`config.mk`:
```
export PLATFORM = sky130hd
export DESIGN_NAME = note_tracker_with_hysteresis_core
export DESIGN_NICKNAME = d
export VERILOG_FILES = /design/src/rtl/nth_pkg.sv /design/src/rtl/note_tracker_with_hysteresis_core.sv
export SDC_FILE = /design/constraint.sdc
export NUM_CORES = 2
export LEC_CHECK = 0
export ABC_AREA = 1
export BUFFER_PORTS_ARGS = -buffer_cell sky130_fd_sc_hd__buf_2
export CAP_MARGIN = 20
export CORE_MARGIN = 1.5
export CORE_UTILIZATION = 55
export CTS_CLUSTER_SIZE = 24
export DETAILED_ROUTE_END_ITERATION = 10
export PLACE_DENSITY_LB_ADDON = 0.3
export SYNTH_ARGS = -nofsm -noshare
export SYNTH_HDL_FRONTEND = slang
export SYNTH_SLANG_ARGS = --single-unit
export TNS_END_PERCENT = 10
```
`constraint.sdc`:
```
create_clock -name clk -period 8.5 [get_ports clk]
set_input_delay 0.425 -clock clk [delete_from_list [all_inputs] [get_ports clk]]
set_output_delay 0.425 -clock clk [all_outputs]
set_load 0.005 [all_outputs]
```
`src/rtl/nth_pkg.sv`:
```
// ----------------------------------------------------------------------------
// nth_pkg: shared types and constants for the note tracker
// Sequencer states, fixed-point constants of the pitch math and defaults
// for the top-level parameters.
// ----------------------------------------------------------------------------
package nth_pkg;

  // Default fraction bits of the base-2 logarithm.
  localparam int LOG_FRAC_BITS_DEF = 12;

  // log2(440 * 256) in Q32.
  localparam logic [63:0] REF_LOG2_Q32 = 64'd72075391152;

  // Reset value of the hysteresis register, whole cents.
  localparam logic [6:0] HYST_RESET = 7'd50;

  // Pitch math in hundredths of a cent.
  localparam int CENTS_PER_OCT = 120000;
  localparam int PITCH_A4      = 690000;
  localparam int NOTE_STEP     = 10000;
  localparam int HALF_STEP     = 5000;
  localparam int HYST_SCALE    = 100;
  localparam int OFF_LIMIT     = 20000;

  // Nearest-note division: floor(x / 10000) = (x * RECIP_K) >> RECIP_SHIFT
  // for 0 <= x < NOTE_SAT_LIM.
  localparam int RECIP_K      = 3435974;
  localparam int RECIP_SHIFT  = 35;
  localparam int NOTE_SAT_LIM = 1280000;

  localparam logic [6:0] NOTE_MAX = 7'd127;
  localparam logic [6:0] NOTE_MIN = 7'd0;

  // Shared multiplier operand width (signed).
  localparam int MUL_W = 25;

  // Frequency input and top bit of the normalized mantissa.
  localparam int FREQ_W  = 24;
  localparam int EXP_W   = 5;
  localparam logic [EXP_W-1:0] EXP_TOP = 5'd23;

  // Width of the signed pitch / offset accumulator.
  localparam int ACC_W = 24;

  typedef enum logic [3:0] {
    ST_IDLE,
    ST_NORM,
    ST_LOG,
    ST_CENTS,
    ST_NOTE,
    ST_OFFSET,
    ST_UP,
    ST_DOWN,
    ST_EMIT
  } nth_state_t;

endpackage

```
`src/rtl/note_tracker_with_hysteresis_core.sv`:
```
// ----------------------------------------------------------------------------
// note_tracker_with_hysteresis_core: frequency to MIDI note with hysteresis
// Converts a Q16.8 Hz frequency into a held MIDI note and a cents offset,
// using one shared multiplier under a small sequencer.
// ----------------------------------------------------------------------------
// Usage:
//   Input request channel (in_valid / in_stall) carries pitch_valid and
//   frequency_q8. A request is taken at a clock edge with in_valid high and
//   in_stall low; in_stall stays high from acceptance until the result has
//   been placed in the output register.
//   Output request channel (out_valid / out_stall) carries has_pitch,
//   midi_note, cents_hundredths and frequency_out. One result per input.
//   The output register is separate, so a new input is taken while the
//   previous result still waits on a stalled receiver.
//   hysteresis_we writes hysteresis_cents (whole cents) into the hysteresis register.
// Sequence: a request without pitch goes straight to the result register;
//   a pitch request is normalized by a one-bit-per-cycle shift until the
//   leading one reaches the top, then takes LOG_FRAC_BITS squaring passes
//   through the shared 25x25 multiplier, the cents step, a fresh-note pick
//   when no note is held, the offset step and a walk of the held note, one
//   semitone step per cycle, up and then down. A new request is taken only
//   after the result has been loaded, so requests do not overlap.
// Reset (rst, synchronous) drops any held note, sets hysteresis to 50 cents
//   and empties the output register. A stalled receiver holds the result;
//   a finished item then waits in its last state until the register frees.
// ----------------------------------------------------------------------------
module note_tracker_with_hysteresis_core #(
  parameter int LOG_FRAC_BITS = nth_pkg::LOG_FRAC_BITS_DEF
) (
  input  logic                          clk,
  input  logic                          rst,
  // configuration
  input  logic                          hysteresis_we,
  input  logic [6:0]                    hysteresis_cents,
  // input requests
  input  logic                          in_valid,
  output logic                          in_stall,
  input  logic                          pitch_valid,
  input  logic [nth_pkg::FREQ_W-1:0]    frequency_q8,
  // result requests
  output logic                          out_valid,
  input  logic                          out_stall,
  output logic                          has_pitch,
  output logic [6:0]                    midi_note,
  output logic signed [15:0]            cents_hundredths,
  output logic [nth_pkg::FREQ_W-1:0]    frequency_out
);

  localparam int F     = LOG_FRAC_BITS;
  localparam int LW    = nth_pkg::EXP_W + F;          // log2 value width
  localparam int CW    = $clog2(F);                   // squaring pass counter
  localparam int MW    = nth_pkg::MUL_W;
  localparam int PW    = 2 * MW;                      // product width
  localparam int AW    = nth_pkg::ACC_W;
  localparam int FW    = nth_pkg::FREQ_W;

  // log2(440 * 256) rounded half up to F fraction bits.
  localparam logic [63:0] REF_FULL =
    (nth_pkg::REF_LOG2_Q32 + (64'd1 << (31 - F))) >> (32 - F);
  localparam logic [LW-1:0] REF_LOG = REF_FULL[LW-1:0];

  localparam logic signed [PW-1:0] ROUND_HALF = PW'(1) <<< (F - 1);

  localparam logic signed [AW-1:0] PITCH_A4  = AW'(nth_pkg::PITCH_A4);
  localparam logic signed [AW-1:0] NOTE_STEP = AW'(nth_pkg::NOTE_STEP);
  localparam logic signed [AW-1:0] HALF_STEP = AW'(nth_pkg::HALF_STEP);
  localparam logic signed [AW-1:0] SAT_LIM   = AW'(nth_pkg::NOTE_SAT_LIM);
  localparam logic signed [AW-1:0] OFF_HI    = AW'(nth_pkg::OFF_LIMIT);
  localparam logic signed [AW-1:0] OFF_LO    = -AW'(nth_pkg::OFF_LIMIT);

  nth_pkg::nth_state_t state, state_next;

  // configuration and tracker state
  logic [6:0]               hyst;
  logic                     note_held;
  logic [6:0]               held_note;

  // working registers
  logic [FW-1:0]            freq;
  logic                     pitch_ok;
  logic [FW-1:0]            mant;
  logic [nth_pkg::EXP_W-1:0] expo;
  logic [F-1:0]             frac;
  logic [CW-1:0]            cnt;
  logic signed [AW-1:0]     acc;

  // output register
  logic                     res_pitch;
  logic [6:0]               res_note;
  logic signed [15:0]       res_cents;
  logic [FW-1:0]            res_freq;

  // shared multiplier
  logic signed [MW-1:0]     mul_a, mul_b;
  logic signed [PW-1:0]     prod;

  // derived values
  logic [FW:0]              sq;
  logic signed [LW:0]       log_diff;
  logic signed [PW-1:0]     cents_shift;
  logic signed [AW-1:0]     near_x;
  logic signed [AW-1:0]     hyst_h;
  logic                     emit_go;

  assign prod = mul_a * mul_b;

  // squared mantissa, Q23 after the shift: value in [1, 4)
  assign sq = prod[FW+23:23];

  assign log_diff = $signed({1'b0, expo, frac}) - $signed({1'b0, REF_LOG});
  assign cents_shift = (prod + ROUND_HALF) >>> F;
  assign near_x = acc + HALF_STEP;
  assign hyst_h = AW'(hyst) * AW'(nth_pkg::HYST_SCALE);
  assign emit_go = !out_valid || !out_stall;

  // --------------------------------------------------------------------------
  // Next state
  // --------------------------------------------------------------------------
  always_comb begin
    state_next = state;
    unique case (state)
      nth_pkg::ST_IDLE: begin
        if (in_valid) begin
          state_next = (pitch_valid && frequency_q8 != '0) ? nth_pkg::ST_NORM
                                                           : nth_pkg::ST_EMIT;
        end
      end
      nth_pkg::ST_NORM: begin
        if (mant[FW-1]) state_next = nth_pkg::ST_LOG;
      end
      nth_pkg::ST_LOG: begin
        if (cnt == CW'(F - 1)) state_next = nth_pkg::ST_CENTS;
      end
      nth_pkg::ST_CENTS: begin
        state_next = note_held ? nth_pkg::ST_OFFSET : nth_pkg::ST_NOTE;
      end
      nth_pkg::ST_NOTE:   state_next = nth_pkg::ST_OFFSET;
      nth_pkg::ST_OFFSET: state_next = nth_pkg::ST_UP;
      nth_pkg::ST_UP: begin
        if (!(acc > hyst_h && held_note < nth_pkg::NOTE_MAX)) begin
          state_next = nth_pkg::ST_DOWN;
        end
      end
      nth_pkg::ST_DOWN: begin
        if (!(acc < -hyst_h && held_note > nth_pkg::NOTE_MIN)) begin
          state_next = nth_pkg::ST_EMIT;
        end
      end
      nth_pkg::ST_EMIT: begin
        if (emit_go) state_next = nth_pkg::ST_IDLE;
      end
      default: state_next = nth_pkg::ST_IDLE;
    endcase
  end

  // --------------------------------------------------------------------------
  // Outputs of the sequencer: handshake and multiplier operand select
  // --------------------------------------------------------------------------
  always_comb begin
    in_stall = (state != nth_pkg::ST_IDLE);
    mul_a    = '0;
    mul_b    = '0;
    unique case (state)
      nth_pkg::ST_LOG: begin
        mul_a = MW'({1'b0, mant});
        mul_b = MW'({1'b0, mant});
      end
      nth_pkg::ST_CENTS: begin
        mul_a = MW'(log_diff);
        mul_b = MW'(nth_pkg::CENTS_PER_OCT);
      end
      nth_pkg::ST_NOTE: begin
        mul_a = MW'(near_x);
        mul_b = MW'(nth_pkg::RECIP_K);
      end
      nth_pkg::ST_OFFSET: begin
        mul_a = MW'({1'b0, held_note});
        mul_b = MW'(nth_pkg::NOTE_STEP);
      end
      default: begin
        mul_a = '0;
        mul_b = '0;
      end
    endcase
  end

  // --------------------------------------------------------------------------
  // Control registers
  // --------------------------------------------------------------------------
  always_ff @(posedge clk) begin
    if (rst) begin
      state     <= nth_pkg::ST_IDLE;
      hyst      <= nth_pkg::HYST_RESET;
      note_held <= 1'b0;
      held_note <= nth_pkg::NOTE_MIN;
      out_valid <= 1'b0;
    end else begin
      state <= state_next;
      if (hysteresis_we) hyst <= hysteresis_cents;

      unique case (state)
        nth_pkg::ST_IDLE: begin
          // drop the held note on a request without pitch
          if (in_valid && !(pitch_valid && frequency_q8 != '0)) begin
            note_held <= 1'b0;
          end
        end
        nth_pkg::ST_NOTE: begin
          note_held <= 1'b1;
          if (acc < 0) begin
            held_note <= nth_pkg::NOTE_MIN;
          end else if (near_x >= SAT_LIM) begin
            held_note <= nth_pkg::NOTE_MAX;
          end else begin
            held_note <= prod[nth_pkg::RECIP_SHIFT+6:nth_pkg::RECIP_SHIFT];
          end
        end
        nth_pkg::ST_UP: begin
          if (acc > hyst_h && held_note < nth_pkg::NOTE_MAX) begin
            held_note <= held_note + 7'd1;
          end
        end
        nth_pkg::ST_DOWN: begin
          if (acc < -hyst_h && held_note > nth_pkg::NOTE_MIN) begin
            held_note <= held_note - 7'd1;
          end
        end
        default: ;
      endcase

      // hold the result until the receiver takes it
      if (state == nth_pkg::ST_EMIT && emit_go) begin
        out_valid <= 1'b1;
      end else if (!out_stall) begin
        out_valid <= 1'b0;
      end
    end
  end

  // --------------------------------------------------------------------------
  // Datapath registers
  // --------------------------------------------------------------------------
  always_ff @(posedge clk) begin
    unique case (state)
      nth_pkg::ST_IDLE: begin
        freq     <= frequency_q8;
        mant     <= frequency_q8;
        pitch_ok <= pitch_valid && frequency_q8 != '0;
        expo     <= nth_pkg::EXP_TOP;
        frac     <= '0;
        cnt      <= '0;
      end
      nth_pkg::ST_NORM: begin
        // shift one bit a cycle until the leading one reaches the top
        if (!mant[FW-1]) begin
          mant <= mant << 1;
          expo <= expo - 1'b1;
        end
      end
      nth_pkg::ST_LOG: begin
        // square, then renormalize to [1, 2) and take one fraction bit
        cnt <= cnt + 1'b1;
        if (sq[FW]) begin
          mant <= sq[FW:1];
          frac <= {frac[F-2:0], 1'b1};
        end else begin
          mant <= sq[FW-1:0];
          frac <= {frac[F-2:0], 1'b0};
        end
      end
      nth_pkg::ST_CENTS: begin
        acc <= PITCH_A4 + cents_shift[AW-1:0];
      end
      nth_pkg::ST_OFFSET: begin
        acc <= acc - prod[AW-1:0];
      end
      nth_pkg::ST_UP: begin
        if (acc > hyst_h && held_note < nth_pkg::NOTE_MAX) acc <= acc - NOTE_STEP;
      end
      nth_pkg::ST_DOWN: begin
        if (acc < -hyst_h && held_note > nth_pkg::NOTE_MIN) acc <= acc + NOTE_STEP;
      end
      default: ;
    endcase

    if (state == nth_pkg::ST_EMIT && emit_go) begin
      res_pitch <= pitch_ok;
      if (pitch_ok) begin
        res_note <= held_note;
        res_freq <= freq;
        if (acc > OFF_HI) begin
          res_cents <= OFF_HI[15:0];
        end else if (acc < OFF_LO) begin
          res_cents <= OFF_LO[15:0];
        end else begin
          res_cents <= acc[15:0];
        end
      end else begin
        res_note  <= '0;
        res_freq  <= '0;
        res_cents <= '0;
      end
    end
  end

  assign has_pitch        = res_pitch;
  assign midi_note        = res_note;
  assign cents_hundredths = res_cents;
  assign frequency_out    = res_freq;

endmodule

```
## Word level (Yosys, flattened, before mapping)

Cells that the tools add are included.

| operators by class | value |
|---|---|
| add/subtract/negate cells | 12 |
| multiply operators | 2 |
| $lt $le $gt $ge | 8 |
| equal/unequal tests | 20 |
| muxes and demuxes | 33 |
| bitwise logic cells | 1 |
| reduce and logical (&&, ||, !) cells | 26 |

Operator list:

| operator | count |
|---|---|
| $pmux W24 S4 | 2 |
| $pmux W25 S4 | 1 |
| $mux W24 | 4 |
| $pmux W24 S3 | 1 |
| $mul A25 B25 Y48 | 1 |
| $add A36 B13 Y36 const B | 1 |
| $pmux W4 S9 | 1 |
| $mux W4 | 7 |
| $mux W7 | 4 |
| $add A20 B24 Y24 const A | 1 |
| $add A24 B14 Y24 const B | 1 |
| $add A24 B15 Y24 const B | 1 |
| $ge A24 B22 Y1 const B | 1 |
| $gt A24 B15 Y1 | 1 |
| $gt A24 B16 Y1 const B | 1 |
| $lt A24 B1 Y1 const B | 1 |
| $lt A24 B16 Y1 const B | 1 |
| $lt A24 B24 Y1 | 1 |
| $neg A14 Y24 | 1 |
| $pmux W12 S2 | 1 |
| $reduce_bool A24 Y1 | 1 |
| $sub A24 B15 Y24 const B | 1 |
| $sub A24 B24 Y24 | 1 |
| $pmux W7 S3 | 1 |
| 34 further kinds | 65 |

| storage, ports and cells | value |
|---|---|
| register bits | 162 |
| input bits | 37 |
| output and inout bits | 50 |
| word-level logic and storage cells | 121 |

## Longest topological paths before layout

| logic depth | value |
|---|---|
| depth after elaboration | 6 |
| mapped depth | 53 |
| mapped depth without buffers | 52 |

## Least setup slack after synthesis

No wires, ideal clock.

| timing path | value |
|---|---|
| path kind | register to register |
| start | reg acc[4] |
| end | reg acc[22], data pin |
| library setup time | 253 ps |
| arrival time | 8,510 ps |
| data required time | 8,247 ps |
| slack | -263 ps |
| stages on the path, launching flop included | 50 |
| path buffers | 1 |
| clock period less this slack | 8,763 ps |
| cells stage by stage | edfxtp_1 -> ha_1 -> nand3_1 -> a31oi_1 -> nand2_1 -> nand2_1 -> nand2_1 -> nor4_1 -> nand2_1 -> nor3_1 -> xor2_1 -> or2_2 -> nand2_1 -> clkbuf_1 -> nand2_1 -> fa_1 -> inv_1 -> fa_1 -> [... 14 more ...] -> nand2_1 -> and2_1 -> nand3_1 -> nand2_1 -> nor2_1 -> nand2_1 -> nor2_1 -> nand3_1 -> nand2_1 -> nand2_2 -> nor2_1 -> nand3_1 -> nand2_1 -> inv_2 -> nand2_1 -> nand3_1 -> nand3_1 -> nand2_1 |

| on the way | value |
|---|---|
| word-level cells in the longest chain between the ends | 6 |
| elaborated cells between the ends (all ways) | 11 |
| those cells by class | 6 x add/sub; 1 x mul; 4 x mux |

RTL lines:

| element | RTL line | RTL |
|---|---|---|
| from (decl) | note_tracker_with_hysteresis_core.sv:85 | `logic signed [AW-1:0] acc;` |
| from (signal assigned) | note_tracker_with_hysteresis_core.sv:272 | `acc <= PITCH_A4 + cents_shift[AW-1:0];` |
| from (signal assigned) | note_tracker_with_hysteresis_core.sv:275 | `acc <= acc - prod[AW-1:0];` |
| from (signal assigned) | note_tracker_with_hysteresis_core.sv:278 | `if (acc > hyst_h && held_note < nth_pkg::NOTE_MAX) acc <= acc - NOTE_STEP;` |
| $add A24 B14 Y24 | note_tracker_with_hysteresis_core.sv:112 | `assign near_x = acc + HALF_STEP;` |
| $pmux W25 S4 | note_tracker_with_hysteresis_core.sv:163 | `unique case (state)` |
| $mul A25 B25 Y48 | note_tracker_with_hysteresis_core.sv:105 | `assign prod = mul_a * mul_b;` |
| $add A36 B13 Y36 | note_tracker_with_hysteresis_core.sv:111 | `assign cents_shift = (prod + ROUND_HALF) >>> F;` |
| $add A20 B24 Y24 | note_tracker_with_hysteresis_core.sv:272 |  |
| $pmux W24 S4 * | note_tracker_with_hysteresis_core.sv:244 | `unique case (state)` |

Mark *: on every way between the ends. The rest lies on a longest branch, timed or not. The select of a mux whose other input is x is not followed.
A chain may end at the register's enable or synchronous reset.

## Worst setup path after layout

| timing path | value |
|---|---|
| start | reg acc[4] |
| end | reg acc[15], data pin |

The elaborated chain is that of the path after synthesis.

==> impl_results.md <==
- Clock Skews: 0.0135 ns
- Area Growth Syn to Fin: 31.1%
- CTS tree: yes
- Mean Syn Cell Area: 7.87 µm²
- Grt met3 use: 6.07%
- Setup crit end kind: flop
- Failing checks: negative setup slack
- Fin crit share: 104%
- Max Clk Rate: 113 MHz
- GRT Residual Overflow: 0
- Util after Layout: 72.7%
- Unrepaired setup endpoints after global routing: yes
- Top cell type's share of synthesized area: 35.7%
- Worst Hold Class: input port to flop
- Routability congestion estimate from global placement: 1.04
- # DRC: 0
- GRT Overall Usage: 37.6%
- Via-to-Cell Ratio: 5.46
- Most frequent cell after synthesis: inv_1
- NumNets Final: 6181
- Initial drt markers: 3354
- Post-synth EDFFs: 142
- Status: complete, but fails checks
- Routed Antenna Nets: 0
- Largest area contributor in the netlist: fa_1
- N_diodes: 0
- Total Wirelength: 122000 µm
- Die area: 0.0650 mm²
- Clock Latency Late Sink: 0.45 ns
- Tightest Pin Transition: 1.06 ns
- Clock root buffer: clkbuf_16
- Sink Count: 162
- Final Max Slew Viols: 0
- TritonCTS Buffers: 17
- I/O pin total: 87
- Worst-path fanout max: 5
- Critical Path AT: 9.02 ns
- Place WS: -0.815 ns
- Share of post-route cells with drive strength above 1: 28.2%
- Clk pin slew, worst setup/hold paths: 0.08 ns
- Synthesized area: 0.0349 mm²
- Vias in the first global route: 33300
- Yosys reg bits: 162
- CTS max path bufs: 2
- Vias after detailed routing: 33500
- Slowest stage delay, CP: 0.55 ns
- Register area: 0.00466 mm²
- Ys async rst share: 0%
- Setup TNS: -7.08 ns
- Fin crit period: 8.86 ns
- PortBufs: 86
- Synth cell count leaders: inv_1, nand2_1, fa_1
- GRT met1 Usage: 51.1%
- Ys flop type: edfxtp_1
- Busiest grt layer: met2
- Max cap viols: 0
- Post-CTS Hold Buffers: 0
- Drt pass-1 iters: 6
- Critical Path RT: 8.66 ns
- Sequential area share after synthesis: 13.4%
- Fillers: 4776
- Chip width: 255 µm
- Synth Warn #: 0
- Synth area leaders: fa_1, edfxtp_1, inv_1
- Core ar.: 0.0630 mm²
- Initial core utilization: 55.5%
- Dpl hpwl: 100000 µm
- Crit path top cell by count: fa_1
- Synth unique cells: 57
- WS Path Type: flop to flop
- Num rows: 92
- H-tree levels: 4
- Initial antenna violation count: 1
- First-pass GRT wire length: 184000 µm
- Fin Hold WS: 0.174 ns
- Slew HR: 29.0%
- Setup ws final: -0.359 ns
- Final hold viol count: 0
- Met2 Usage GRT: 58.5%
- Slowest-stage cell, CP: fa_1
- CP startpoint kind: flop
- Post-Synthesis Cells: 4436
- Routed len/inst: 19.8 µm
- Pin count of the biggest net entering global routing: 33
- Area of the multi-input gates: 0.0283 mm²
- Die extent in y: 255 µm
- Setup violators final: 45
## layout by cell type, fill, tap and decap left out, drive strengths merged, types with 12 or more instances in the layout
master	count
conb	22
o211ai	15
or2	12
nor3	28
xnor2	30
nand2	910
nor4	14
clkbuf	17
a21oi	184
edfxtp	142
nand4	53
clkinv	27
buf	888
dfxtp	20
ha	251
xor2	57
o221ai	18
fa	622
o21ai	113
inv	1079
nor2	557
nand3	136
## area by class of cell
cell class	count	share of cell area (%)
Tap cell	846	2.31
Clock inverter	15	0.413
Clock buffer	17	0.929
Multi-Input combinational cell	3105	61.9
Inverter	1097	9.10
Sequential cell	162	10.2
Timing Repair Buffer	888	15.2
## final timing paths
path / from / end / slack [ns] / cells past startpoint
setup / recovery: acc[4] / acc[15] / -0.36 / 45
hold / removal: frequency_q8[7] / freq[7] / 0.17 / 1
setup reg to reg: acc[4] / acc[15] / -0.36 / 45
hold reg to reg: note_held / note_held / 0.47 / 2
## logic make-up (layout without fill, tap and decap cells)
family / count (synthesis) / after routing / share of synthesized area, %
DFF: 162 / 162 / 13.4
other: 2 / 22 / 0.0215
and+or+nand+nor: 1725 / 1725 / 20.5
buffers and inverters: 1189 / 2017 / 12.8
xor gates and xnor gates: 87 / 87 / 2.18
AOI/OAI and AO/OA: 398 / 398 / 6.53
adders and majority gates: 873 / 873 / 44.6
## metal layers
layer / vias to the layer above / share of wire, %
li1: 15100 / -
met3: 428 / 10
met4: 0 / 5.9
met1: 16200 / 39
met2: 1807 / 45
met5: - / 0
## worst max-delay path, delay by kind of cell, from the launching register on
family	cells	cell delay, ns
compound gates	4	0.68
xor+xnor	1	0.11
fa+ha+maj	9	3.93
buf+inv	7	0.60
flops	1	0.41
simple gates	24	2.84
## repair_timing
| action | 4_1_cts | 5_1_grt |
|---|---|---|
| gates cloned | 0 | 0 |
| endpoints found under the setup margin | 49 | 51 |
| pin swaps | 167 | 239 |
| gates resized for setup | 287 | 363 |
| endpoints found under the hold margin | 0 | 0 |
| buffers inserted | 48 | 46 |
## metrics by stage
stage	area (µm²)	std cells
after global routing	45800	6130
after CTS	44000	6085
after detailed placement	41900	6008
after floorplan	35100	4456
final	45800	6130
after global placement	41900	6008
## state kept, by name, indices dropped and copies added (netlist names), 4 cells and up
name / count
midi_note: 7
hyst: 7
freq: 24
frac: 12
mant: 24
cnt: 4
acc: 24
frequency_out: 24
expo: 5
cents_hundredths: 16
held_note: 7
state: 4
Power is left out: the tool's default activity adds up to more than one toggle a clock period on the data nets, which glitch-free logic cannot reach.
